### src/design/twstat_pkg.sv
package twstat_pkg;

  // Fixed field widths.
  localparam int TEMP_W  = 16;
  localparam int THR_W   = 15;
  localparam int COUNT_W = 7;
  localparam int STD_W   = 15;

  // Default window depth and threshold after reset.
  localparam int              WINDOW_SIZE_DEF = 10;
  localparam logic [THR_W-1:0] THR_RESET      = 15'd3300;

  // Item kinds.
  typedef enum logic [1:0] {
    KIND_SAMPLE = 2'd0,
    KIND_START  = 2'd1,
    KIND_STOP   = 2'd2,
    KIND_QUERY  = 2'd3
  } kind_t;

  // Input transaction.
  typedef struct packed {
    kind_t                    kind;
    logic signed [TEMP_W-1:0] temperature;
  } in_item_t;

  // Result transaction.
  typedef struct packed {
    logic                     sample_taken;
    logic                     above_threshold;
    logic                     running;
    logic                     window_empty;
    logic [COUNT_W-1:0]       sample_count;
    logic signed [TEMP_W-1:0] mean_value;
    logic signed [TEMP_W-1:0] min_value;
    logic signed [TEMP_W-1:0] max_value;
    logic [STD_W-1:0]         std_dev;
  } out_item_t;

  // Controller states.
  typedef enum logic [2:0] {
    ST_IDLE,
    ST_ROTATE,
    ST_DRAIN,
    ST_PROD,
    ST_DIFF,
    ST_ROOT,
    ST_DIVSTD,
    ST_DONE
  } state_t;

  // Accumulator control.
  typedef struct packed {
    logic clear;
    logic enable;
  } acc_ctl_t;

endpackage

### src/design/twstat_cell.sv
module twstat_cell (
  input  logic                                 clk,
  input  logic                                 shift_en,
  input  logic signed [twstat_pkg::TEMP_W-1:0] d,
  output logic signed [twstat_pkg::TEMP_W-1:0] q
);

  logic signed [twstat_pkg::TEMP_W-1:0] val_r;

  // One window entry; it takes its neighbour's value whenever the chain moves.
  always_ff @(posedge clk) begin
    if (shift_en) begin
      val_r <= d;
    end
  end

  assign q = val_r;

endmodule

### src/design/twstat_accum.sv
module twstat_accum #(
  parameter int CNT_W = 4
) (
  input  logic                                          clk,
  input  logic                                          rst_n,
  input  twstat_pkg::acc_ctl_t                          ctl,
  input  logic signed [twstat_pkg::TEMP_W-1:0]          value,
  output logic signed [twstat_pkg::TEMP_W+CNT_W-1:0]    sum,
  output logic [2*twstat_pkg::TEMP_W-1+CNT_W-1:0]       sum_sq,
  output logic signed [twstat_pkg::TEMP_W-1:0]          min_val,
  output logic signed [twstat_pkg::TEMP_W-1:0]          max_val
);

  localparam int TW   = twstat_pkg::TEMP_W;
  localparam int S1_W = TW + CNT_W;
  localparam int SQ_W = 2 * TW - 1;
  localparam int S2_W = SQ_W + CNT_W;

  logic signed [2*TW-1:0] prod;
  logic                   a_vld_r;
  logic signed [TW-1:0]   a_val_r;
  logic [SQ_W-1:0]        a_sq_r;
  logic                   have_r;
  logic signed [S1_W-1:0] s1_r;
  logic [S2_W-1:0]        s2_r;
  logic signed [TW-1:0]   min_r;
  logic signed [TW-1:0]   max_r;

  // The square of a 16-bit sample never exceeds 2^30, so 31 bits hold it.
  assign prod = value * value;

  // First stage: register the sample and its square.
  always_ff @(posedge clk) begin
    if (!rst_n) begin
      a_vld_r <= 1'b0;
    end else begin
      a_vld_r <= ctl.enable;
    end
  end

  always_ff @(posedge clk) begin
    if (ctl.enable) begin
      a_val_r <= value;
      a_sq_r  <= prod[SQ_W-1:0];
    end
  end

  // Second stage: running sums and extremes.
  always_ff @(posedge clk) begin
    if (!rst_n) begin
      have_r <= 1'b0;
    end else if (ctl.clear) begin
      have_r <= 1'b0;
    end else if (a_vld_r) begin
      have_r <= 1'b1;
    end
  end

  always_ff @(posedge clk) begin
    if (ctl.clear) begin
      s1_r <= '0;
      s2_r <= '0;
    end else if (a_vld_r) begin
      s1_r <= s1_r + S1_W'(a_val_r);
      s2_r <= s2_r + S2_W'(a_sq_r);
      if (!have_r || (a_val_r < min_r)) begin
        min_r <= a_val_r;
      end
      if (!have_r || (a_val_r > max_r)) begin
        max_r <= a_val_r;
      end
    end
  end

  assign sum     = s1_r;
  assign sum_sq  = s2_r;
  assign min_val = min_r;
  assign max_val = max_r;

endmodule

### src/design/twstat_isqrt.sv
module twstat_isqrt #(
  parameter int RT_W = 20
) (
  input  logic              clk,
  input  logic              rst_n,
  input  logic              start,
  input  logic [2*RT_W-1:0] radicand,
  output logic              busy,
  output logic [RT_W-1:0]   root
);

  localparam int CW = $clog2(RT_W + 1);

  logic              busy_r;
  logic [CW-1:0]     cnt_r;
  logic [2*RT_W-1:0] x_r;
  logic [RT_W+1:0]   rem_r;
  logic [RT_W-1:0]   root_r;
  logic [RT_W+1:0]   rem_sh;
  logic [RT_W+1:0]   trial;
  logic              ge;

  // One result bit per cycle: bring down two radicand bits and try the next root bit.
  assign rem_sh = {rem_r[RT_W-1:0], x_r[2*RT_W-1 -: 2]};
  assign trial  = {root_r, 2'b01};
  assign ge     = (rem_sh >= trial);

  always_ff @(posedge clk) begin
    if (!rst_n) begin
      busy_r <= 1'b0;
      cnt_r  <= '0;
    end else if (start) begin
      busy_r <= 1'b1;
      cnt_r  <= CW'(RT_W);
    end else if (busy_r) begin
      cnt_r <= cnt_r - 1'b1;
      if (cnt_r == CW'(1)) begin
        busy_r <= 1'b0;
      end
    end
  end

  always_ff @(posedge clk) begin
    if (start) begin
      x_r    <= radicand;
      rem_r  <= '0;
      root_r <= '0;
    end else if (busy_r) begin
      x_r    <= {x_r[2*RT_W-3:0], 2'b00};
      rem_r  <= ge ? (rem_sh - trial) : rem_sh;
      root_r <= {root_r[RT_W-2:0], ge};
    end
  end

  assign busy = busy_r;
  assign root = root_r;

endmodule

### src/design/twstat_div.sv
module twstat_div #(
  parameter int DV_W = 20,
  parameter int DS_W = 4
) (
  input  logic            clk,
  input  logic            rst_n,
  input  logic            start,
  input  logic [DV_W-1:0] dividend,
  input  logic [DS_W-1:0] divisor,
  output logic            busy,
  output logic [DV_W-1:0] quotient
);

  localparam int CW = $clog2(DV_W + 1);

  logic            busy_r;
  logic [CW-1:0]   cnt_r;
  logic [DV_W-1:0] q_r;
  logic [DS_W-1:0] rem_r;
  logic [DS_W-1:0] d_r;
  logic [DS_W:0]   rem_sh;
  logic [DS_W:0]   diff;
  logic            ge;

  // Restoring division, one quotient bit per cycle.
  assign rem_sh = {rem_r, q_r[DV_W-1]};
  assign diff   = rem_sh - {1'b0, d_r};
  assign ge     = (rem_sh >= {1'b0, d_r});

  always_ff @(posedge clk) begin
    if (!rst_n) begin
      busy_r <= 1'b0;
      cnt_r  <= '0;
    end else if (start) begin
      busy_r <= 1'b1;
      cnt_r  <= CW'(DV_W);
    end else if (busy_r) begin
      cnt_r <= cnt_r - 1'b1;
      if (cnt_r == CW'(1)) begin
        busy_r <= 1'b0;
      end
    end
  end

  always_ff @(posedge clk) begin
    if (start) begin
      q_r   <= dividend;
      rem_r <= '0;
      d_r   <= divisor;
    end else if (busy_r) begin
      q_r   <= {q_r[DV_W-2:0], ge};
      rem_r <= ge ? diff[DS_W-1:0] : rem_sh[DS_W-1:0];
    end
  end

  assign busy     = busy_r;
  assign quotient = q_r;

endmodule

### src/design/temperature_window_statistics.sv
// Sliding-window temperature statistics.
// Input channel in_valid/in_stall/in_data carries one item: a sample, a start
// (clears the window and sets running), a stop, or a statistics query. Every
// item gives exactly one result on out_valid/out_stall/out_data. The alarm
// threshold is written through cfg_valid/cfg_ready/cfg_data; cfg_ready is
// always high.
// Sample, start and stop items finish in the cycle they are accepted and their
// result is presented on the next cycle. A query on a non-empty window rotates
// the row of window cells once, then runs an iterative square root and a
// shared iterative divider, one bit per cycle each; the next item is taken
// once its result has been loaded into the output register.
// Synchronous reset (rst_n low) empties the window, clears the running flag
// and the output valid flag, and restores the threshold to 33.00 degrees.
// While the receiver stalls, the result is held; a query may still be accepted
// and worked on, but other items wait until the output register is free.
module temperature_window_statistics #(
  parameter int WINDOW_SIZE = twstat_pkg::WINDOW_SIZE_DEF
) (
  input  logic                         clk,
  input  logic                         rst_n,
  input  logic                         in_valid,
  output logic                         in_stall,
  input  twstat_pkg::in_item_t         in_data,
  output logic                         out_valid,
  input  logic                         out_stall,
  output twstat_pkg::out_item_t        out_data,
  input  logic                         cfg_valid,
  output logic                         cfg_ready,
  input  logic [twstat_pkg::THR_W-1:0] cfg_data
);

  localparam int TW     = twstat_pkg::TEMP_W;
  localparam int CNT_W  = $clog2(WINDOW_SIZE + 1);
  localparam int S1_W   = TW + CNT_W;
  localparam int SQ_W   = 2 * TW - 1;
  localparam int S2_W   = SQ_W + CNT_W;
  localparam int DISC_W = S2_W + CNT_W;
  localparam int RT_W   = S1_W;
  localparam int S1SQ_W = 2 * S1_W;
  localparam logic [CNT_W-1:0] W_CNT  = CNT_W'(WINDOW_SIZE);
  localparam logic [CNT_W-1:0] W_LAST = CNT_W'(WINDOW_SIZE - 1);

  twstat_pkg::state_t   state_r;
  twstat_pkg::state_t   state_nxt;
  twstat_pkg::acc_ctl_t acc_ctl;
  twstat_pkg::out_item_t out_r;
  twstat_pkg::out_item_t res;

  logic                         run_r;
  logic                         run_nxt;
  logic [CNT_W-1:0]             cnt_r;
  logic [CNT_W-1:0]             cnt_nxt;
  logic [twstat_pkg::THR_W-1:0] thr_r;
  logic [CNT_W-1:0]             rot_r;
  logic                         out_valid_r;
  logic signed [TW-1:0]         mean_r;
  logic [DISC_W-1:0]            ns2_r;
  logic [S1SQ_W-1:0]            s1sq_r;

  logic                 in_acc;
  logic                 is_query;
  logic                 out_free;
  logic                 chain_shift;
  logic signed [TW-1:0] chain_in;
  logic signed [TW-1:0] cell_q [WINDOW_SIZE];
  logic signed [TW-1:0] cell_d [WINDOW_SIZE];
  logic                 tap_valid;
  logic                 units_idle;
  logic                 sq_start;
  logic                 dv_start;
  logic                 mean_load;
  logic                 out_load;
  logic                 stored;
  logic                 above;
  logic signed [TW:0]   temp_x;
  logic signed [TW:0]   thr_x;

  logic signed [S1_W-1:0]   s1_acc;
  logic [S2_W-1:0]          s2_acc;
  logic signed [TW-1:0]     min_acc;
  logic signed [TW-1:0]     max_acc;
  logic [DISC_W-1:0]        ns2_full;
  logic signed [S1SQ_W-1:0] s1sq_full;
  logic [S1SQ_W-1:0]        disc_full;
  logic [2*RT_W-1:0]        radicand;
  logic                     s1_neg;
  logic [S1_W-1:0]          s1_mag;
  logic [S1_W-1:0]          dv_dividend;
  logic                     sq_busy;
  logic [RT_W-1:0]          sq_root;
  logic                     dv_busy;
  logic [S1_W-1:0]          dv_quot;
  logic [S1_W-1:0]          mean_s;

  // Handshake.
  assign is_query  = (in_data.kind == twstat_pkg::KIND_QUERY);
  assign out_free  = !out_valid_r || !out_stall;
  assign in_stall  = (state_r != twstat_pkg::ST_IDLE) ||
                     (out_valid_r && out_stall && !is_query);
  assign in_acc    = in_valid && !in_stall;
  assign cfg_ready = 1'b1;
  assign out_valid = out_valid_r;
  assign out_data  = out_r;

  // Run flag and fill count after a simple item.
  always_comb begin
    run_nxt = run_r;
    cnt_nxt = cnt_r;
    case (in_data.kind)
      twstat_pkg::KIND_SAMPLE: begin
        if (run_r && (cnt_r != W_CNT)) begin
          cnt_nxt = cnt_r + 1'b1;
        end
      end
      twstat_pkg::KIND_START: begin
        run_nxt = 1'b1;
        cnt_nxt = '0;
      end
      twstat_pkg::KIND_STOP: begin
        run_nxt = 1'b0;
      end
      default: begin
        run_nxt = run_r;
      end
    endcase
  end

  // Row of window cells: new samples enter at the head, a query rotates the row.
  assign chain_in = (state_r == twstat_pkg::ST_ROTATE) ? cell_q[WINDOW_SIZE-1]
                                                       : in_data.temperature;

  for (genvar g = 0; g < WINDOW_SIZE; g++) begin : g_chain
    if (g == 0) begin : g_head
      assign cell_d[g] = chain_in;
    end else begin : g_body
      assign cell_d[g] = cell_q[g-1];
    end
    twstat_cell u_cell (
      .clk      (clk),
      .shift_en (chain_shift),
      .d        (cell_d[g]),
      .q        (cell_q[g])
    );
  end

  // The tail cell holds a filled entry only in the last cnt_r rotation steps.
  assign tap_valid = (rot_r >= (W_CNT - cnt_r));

  twstat_accum #(
    .CNT_W (CNT_W)
  ) u_accum (
    .clk     (clk),
    .rst_n   (rst_n),
    .ctl     (acc_ctl),
    .value   (cell_q[WINDOW_SIZE-1]),
    .sum     (s1_acc),
    .sum_sq  (s2_acc),
    .min_val (min_acc),
    .max_val (max_acc)
  );

  // Discriminant n*S2 - S1^2, products registered before the subtraction.
  assign ns2_full  = cnt_r * s2_acc;
  assign s1sq_full = s1_acc * s1_acc;
  assign disc_full = S1SQ_W'(ns2_r) - s1sq_r;
  assign radicand  = (2*RT_W)'(disc_full[DISC_W-1:0]);

  always_ff @(posedge clk) begin
    ns2_r  <= ns2_full;
    s1sq_r <= $unsigned(s1sq_full);
  end

  twstat_isqrt #(
    .RT_W (RT_W)
  ) u_isqrt (
    .clk      (clk),
    .rst_n    (rst_n),
    .start    (sq_start),
    .radicand (radicand),
    .busy     (sq_busy),
    .root     (sq_root)
  );

  // Shared divider: first the mean magnitude, then the root over the count.
  assign s1_neg      = s1_acc[S1_W-1];
  assign s1_mag      = s1_neg ? $unsigned(-s1_acc) : $unsigned(s1_acc);
  assign dv_dividend = (state_r == twstat_pkg::ST_ROOT) ? sq_root : s1_mag;

  twstat_div #(
    .DV_W (S1_W),
    .DS_W (CNT_W)
  ) u_div (
    .clk      (clk),
    .rst_n    (rst_n),
    .start    (dv_start),
    .dividend (dv_dividend),
    .divisor  (cnt_r),
    .busy     (dv_busy),
    .quotient (dv_quot)
  );

  assign units_idle = !sq_busy && !dv_busy;
  assign mean_s     = s1_neg ? (~dv_quot + 1'b1) : dv_quot;

  // Next state.
  always_comb begin
    state_nxt = state_r;
    case (state_r)
      twstat_pkg::ST_IDLE: begin
        if (in_acc && is_query) begin
          state_nxt = (cnt_r == '0) ? twstat_pkg::ST_DONE : twstat_pkg::ST_ROTATE;
        end
      end
      twstat_pkg::ST_ROTATE: begin
        if (rot_r == W_LAST) begin
          state_nxt = twstat_pkg::ST_DRAIN;
        end
      end
      twstat_pkg::ST_DRAIN:  state_nxt = twstat_pkg::ST_PROD;
      twstat_pkg::ST_PROD:   state_nxt = twstat_pkg::ST_DIFF;
      twstat_pkg::ST_DIFF:   state_nxt = twstat_pkg::ST_ROOT;
      twstat_pkg::ST_ROOT: begin
        if (units_idle) begin
          state_nxt = twstat_pkg::ST_DIVSTD;
        end
      end
      twstat_pkg::ST_DIVSTD: begin
        if (!dv_busy) begin
          state_nxt = twstat_pkg::ST_DONE;
        end
      end
      twstat_pkg::ST_DONE: begin
        if (out_free) begin
          state_nxt = twstat_pkg::ST_IDLE;
        end
      end
      default: state_nxt = twstat_pkg::ST_IDLE;
    endcase
  end

  // Controller outputs.
  always_comb begin
    chain_shift    = 1'b0;
    acc_ctl.clear  = 1'b0;
    acc_ctl.enable = 1'b0;
    sq_start       = 1'b0;
    dv_start       = 1'b0;
    mean_load      = 1'b0;
    out_load       = 1'b0;
    case (state_r)
      twstat_pkg::ST_IDLE: begin
        chain_shift   = in_acc && run_r && (in_data.kind == twstat_pkg::KIND_SAMPLE);
        acc_ctl.clear = in_acc && is_query;
        out_load      = in_acc && !is_query;
      end
      twstat_pkg::ST_ROTATE: begin
        chain_shift    = 1'b1;
        acc_ctl.enable = tap_valid;
      end
      twstat_pkg::ST_DIFF: begin
        sq_start = 1'b1;
        dv_start = 1'b1;
      end
      twstat_pkg::ST_ROOT: begin
        dv_start  = units_idle;
        mean_load = units_idle;
      end
      twstat_pkg::ST_DONE: begin
        out_load = out_free;
      end
      default: begin
        chain_shift = 1'b0;
      end
    endcase
  end

  // Alarm compare on a 17-bit signed scale.
  assign temp_x = {in_data.temperature[TW-1], in_data.temperature};
  assign thr_x  = {2'b00, thr_r};
  assign stored = run_r && (in_data.kind == twstat_pkg::KIND_SAMPLE);
  assign above  = stored && (temp_x > thr_x);

  // Result assembly.
  always_comb begin
    res = '0;
    if (state_r == twstat_pkg::ST_DONE) begin
      res.running      = run_r;
      res.sample_count = twstat_pkg::COUNT_W'(cnt_r);
      if (cnt_r == '0) begin
        res.window_empty = 1'b1;
      end else begin
        res.mean_value = mean_r;
        res.min_value  = min_acc;
        res.max_value  = max_acc;
        res.std_dev    = dv_quot[twstat_pkg::STD_W-1:0];
      end
    end else begin
      res.sample_taken    = stored;
      res.above_threshold = above;
      res.running         = run_nxt;
      res.sample_count    = twstat_pkg::COUNT_W'(cnt_nxt);
    end
  end

  // Control registers.
  always_ff @(posedge clk) begin
    if (!rst_n) begin
      state_r     <= twstat_pkg::ST_IDLE;
      run_r       <= 1'b0;
      cnt_r       <= '0;
      thr_r       <= twstat_pkg::THR_RESET;
      rot_r       <= '0;
      out_valid_r <= 1'b0;
    end else begin
      state_r <= state_nxt;
      if (cfg_valid && cfg_ready) begin
        thr_r <= cfg_data;
      end
      if (in_acc && !is_query) begin
        run_r <= run_nxt;
        cnt_r <= cnt_nxt;
      end
      if (state_r == twstat_pkg::ST_ROTATE) begin
        rot_r <= rot_r + 1'b1;
      end else begin
        rot_r <= '0;
      end
      if (out_load) begin
        out_valid_r <= 1'b1;
      end else if (!out_stall) begin
        out_valid_r <= 1'b0;
      end
    end
  end

  // Payload registers.
  always_ff @(posedge clk) begin
    if (mean_load) begin
      mean_r <= mean_s[TW-1:0];
    end
    if (out_load) begin
      out_r <= res;
    end
  end

endmodule

### config.mk
export PLATFORM = sky130hd
export DESIGN_NAME = temperature_window_statistics
export DESIGN_NICKNAME = d
export VERILOG_FILES = /design/src/design/twstat_pkg.sv /design/src/design/twstat_cell.sv /design/src/design/twstat_accum.sv /design/src/design/twstat_isqrt.sv /design/src/design/twstat_div.sv /design/src/design/temperature_window_statistics.sv
export SDC_FILE = /design/constraint.sdc
export NUM_CORES = 2
export LEC_CHECK = 0
export BUFFER_PORTS_ARGS = -buffer_cell sky130_fd_sc_hd__buf_4
export CAP_MARGIN = 20
export CORE_AREA = 2 2 305 382
export CTS_CLUSTER_SIZE = 24
export DETAILED_ROUTE_END_ITERATION = 6
export DIE_AREA = 0 0 307 384
export PLACE_DENSITY_LB_ADDON = 0.05
export SLEW_MARGIN = 10
export SYNTH_ARGS = -nofsm -noshare
export SYNTH_HDL_FRONTEND = slang
export SYNTH_SLANG_ARGS = --single-unit
### constraint.sdc
create_clock -name clk -period 9.3 [get_ports clk]
set_input_delay 0 -clock clk [delete_from_list [all_inputs] [get_ports clk]]
set_output_delay 0 -clock clk [all_outputs]
set_load 0.05 [all_outputs]
==> metrics.txt <==
outcome=complete, no violations; fin. max-slew vios=0; post-synth cell types=87; part of the cycle the worst path needs=80.3%; top-count cell post-synth=inv_1; CP Launch Type=flip-flop; Synth Area in Compound Gates=9.38%; Mapped Area=53400 sq um; layout cell share with drive strength beyond 1=6.61%; gpl congestion=0.862; RSZ-0062 raised after global routing=no; Worst Path Max Fanout=28; Max Root-Sink Buffers=3; Post-Synth XOR/XNOR Area=4.15%; CTS tree=yes; Seq cells post-synth=606; largest net degree at the start of global routing=124; Hold Path Class=in2reg; Synth warnings=0; Die W=307 um; ys flop type=edfxtp_1; GRT Resource Usage Total=22.3%; final hold vios=0; max_cap viols=0; proportion of synthesized area in mux cells=2.04%; Synth Area in Adders=35.0%; top cells by count, synth=inv_1, fa_1, nand2_1, ha_1, edfxtp_1; crit path time final=7.47 ns; Die H=384 um; setup TNS=0 ns; number of flops mapped to enable cells by yosys=387; DR iter-0 viols=1963; initial antenna violation count=0; Yosys top cell area share=25.5%; cell taking the most area after synthesis=fa_1; worst setup path class=reg2reg; I/O pin cnt=115; CTS Root Cell=clkbuf_16; drt total wl=128 mm; maximum clock rate=134 MHz; htree depth=3; Setup Buffers After CTS=0; IO buf count=110; Critical Path RT=9.91 ns; Starting Density=46.6%; Post-Synth Simple-Gate Area=11.4%; Worst Path Arrival=8.08 ns; clock skew=0.0431 ns; main combinational cell family by area after synthesis=adder cells; total CTS buffers=70; Routed Antenna Nets=0; Post-route DRC=0; Finish-stage setup viols=0; DR WL/cell=18.5 um; die footprint=118000 sq um; Worst-Skew Late Latency=0.68 ns; Mapped Cells=5225; Rel. slew slack=30.5%; Synth async-reset ratio=0%; Synth Area per Inst=10.2 sq um; # nets final=6501; Worst setup EP type=flip-flop; via count=35700; vias per std cell=5.16; site row count=139; Core Box Area=114000 sq um; Least-Margin Pin Slew=1.04 ns; DP HPWL=99.9 mm; first-pass GRT wire length=205 mm; Layout area overhead=10.9%; post-synthesis sequential area ratio=30.0%; Synth area leaders=fa_1, edfxtp_1, ha_1, dfxtp_1, inv_1; Reg clk slew, reported paths=0.06 ns; vias in the first global route=37300; GR Overflow Total=0; TritonRoute pass-1 iters=5; Sink Count=606
[cells by family (layout without fill, tap and decap cells)]
group	Yosys count	in the layout
compound gates	765	765
simple gates	1270	1270
buf+inv	1137	1344
xor+xnor	253	253
flops	606	606
fa+ha+maj	1086	1086
mux	106	106
other cells	2	5
[sequential cells by signal, summed over array words and instances, names as in the netlist, 15 cells and up]
name	count
mean_r	16
ns2_r	39
u_accum.a_val_r	15
u_accum.sum	20
g_chain.u_cell.q	160
u_accum.a_sq_r	30
u_isqrt.root	20
u_accum.min_val	16
u_accum.max_val	16
out_data	71
u_div.quotient	20
u_isqrt.rem_r	20
u_isqrt.x_r	40
thr_r	15
s1sq_r	38
u_accum.sum_sq	35
[per-stage QoR]
| step | instance area, sq um | hold slack (ns) | cells | util [%] | worst slack [ns] |
|---|---|---|---|---|---|
| global placement | 56000 | 0.217 | 6717 | 48.9 | 1.85 |
| floorplan | 53400 | 0.130 | 5227 | - | 0.417 |
| CTS | 59100 | 0.00638 | 6913 | 51.7 | 1.78 |
| finish | 59200 | 0.0886 | 6915 | 51.7 | 1.83 |
| detailed placement | 56000 | 0.224 | 6717 | 48.9 | 1.80 |
| global route | 59200 | 0.0770 | 6914 | 51.7 | 1.33 |
[layer usage]
layer | vias up | routed length (um) | GRT usage (%) | share of wire, %
li1 | 17200 | - | - | -
met5 | - | 0 | 0 | 0
met4 | 0 | 2810 | 5.63 | 2.2
met1 | 17800 | 55700 | 29.0 | 43
met2 | 505 | 65500 | 39.7 | 51
met3 | 137 | 4170 | 2.53 | 3.3
[cells in the final DEF (no fill, tap or decap), types with 47 or more instances in the layout]
master         instances
o21ai_0              139
xor2_1                68
o21a_1                47
nor2_1               296
nand3_1               56
dlygate4sd3_1         67
ha_1                 406
nor3_1                52
fa_1                 680
a21o_1               118
xnor2_1              185
buf_4                167
a21oi_1              214
dfxtp_1              216
nand2_1              436
clkbuf_16             72
edfxtp_1             387
inv_1                970
mux2i_1               84
and2_1               217
[cell type report]
| type | count | area [sq um] |
|---|---|---|
| flip-flops and latches | 606 | 16000 |
| clock inverters | 44 | 636 |
| multi-input cells | 3484 | 33100 |
| inverters | 979 | 3670 |
| diodes | 1 | 2.50 |
| clock buffers | 85 | 1870 |
| fillers | 10500 | 55300 |
| well taps | 1480 | 1850 |
| repair buffers | 236 | 1960 |
[worst max-delay path, stage by stage (launching register included)]
cell and delay [ns]:
dfxtp_1 0.30, buf_4 0.33, nand2_1 0.22, fa_1 0.57, inv_1 0.12, fa_1 0.56
inv_1 0.07, fa_1 0.73, inv_1 0.27, fa_1 0.52, fa_1 0.50, fa_1 0.49
inv_1 0.05, fa_1 0.49, inv_1 0.04, ha_1 0.34, a21o_1 0.19, a21o_1 0.17
a21o_1 0.17, a21o_1 0.18, or3_1 0.30, o211ai_1 0.30, o2111ai_1 0.17, a21oi_1 0.19
xnor2_1 0.13
[worst paths after layout]
path	start	endpoint	slack (ns)	cells past startpoint
min	in_valid	u_accum.sum_sq[28]	0.09	4
max reg2reg	u_accum.sum[2]	s1sq_r[38]	1.83	24
max	u_accum.sum[2]	s1sq_r[38]	1.83	24
min reg2reg	g_chain[3].u_cell.q[13]	g_chain[4].u_cell.q[13]	0.40	0
[what timing repair did]
| item | in CTS | in global routing |
|---|---|---|
| endpoints found under the hold margin | 67 | 0 |
| setup endpoints to repair | 0 | 0 |
| gates resized for setup | 0 | 0 |
| hold buffers | 67 | 0 |
Power is not shown: default switching activity piles up to over one toggle a cycle in this logic, so the estimate is an artifact.
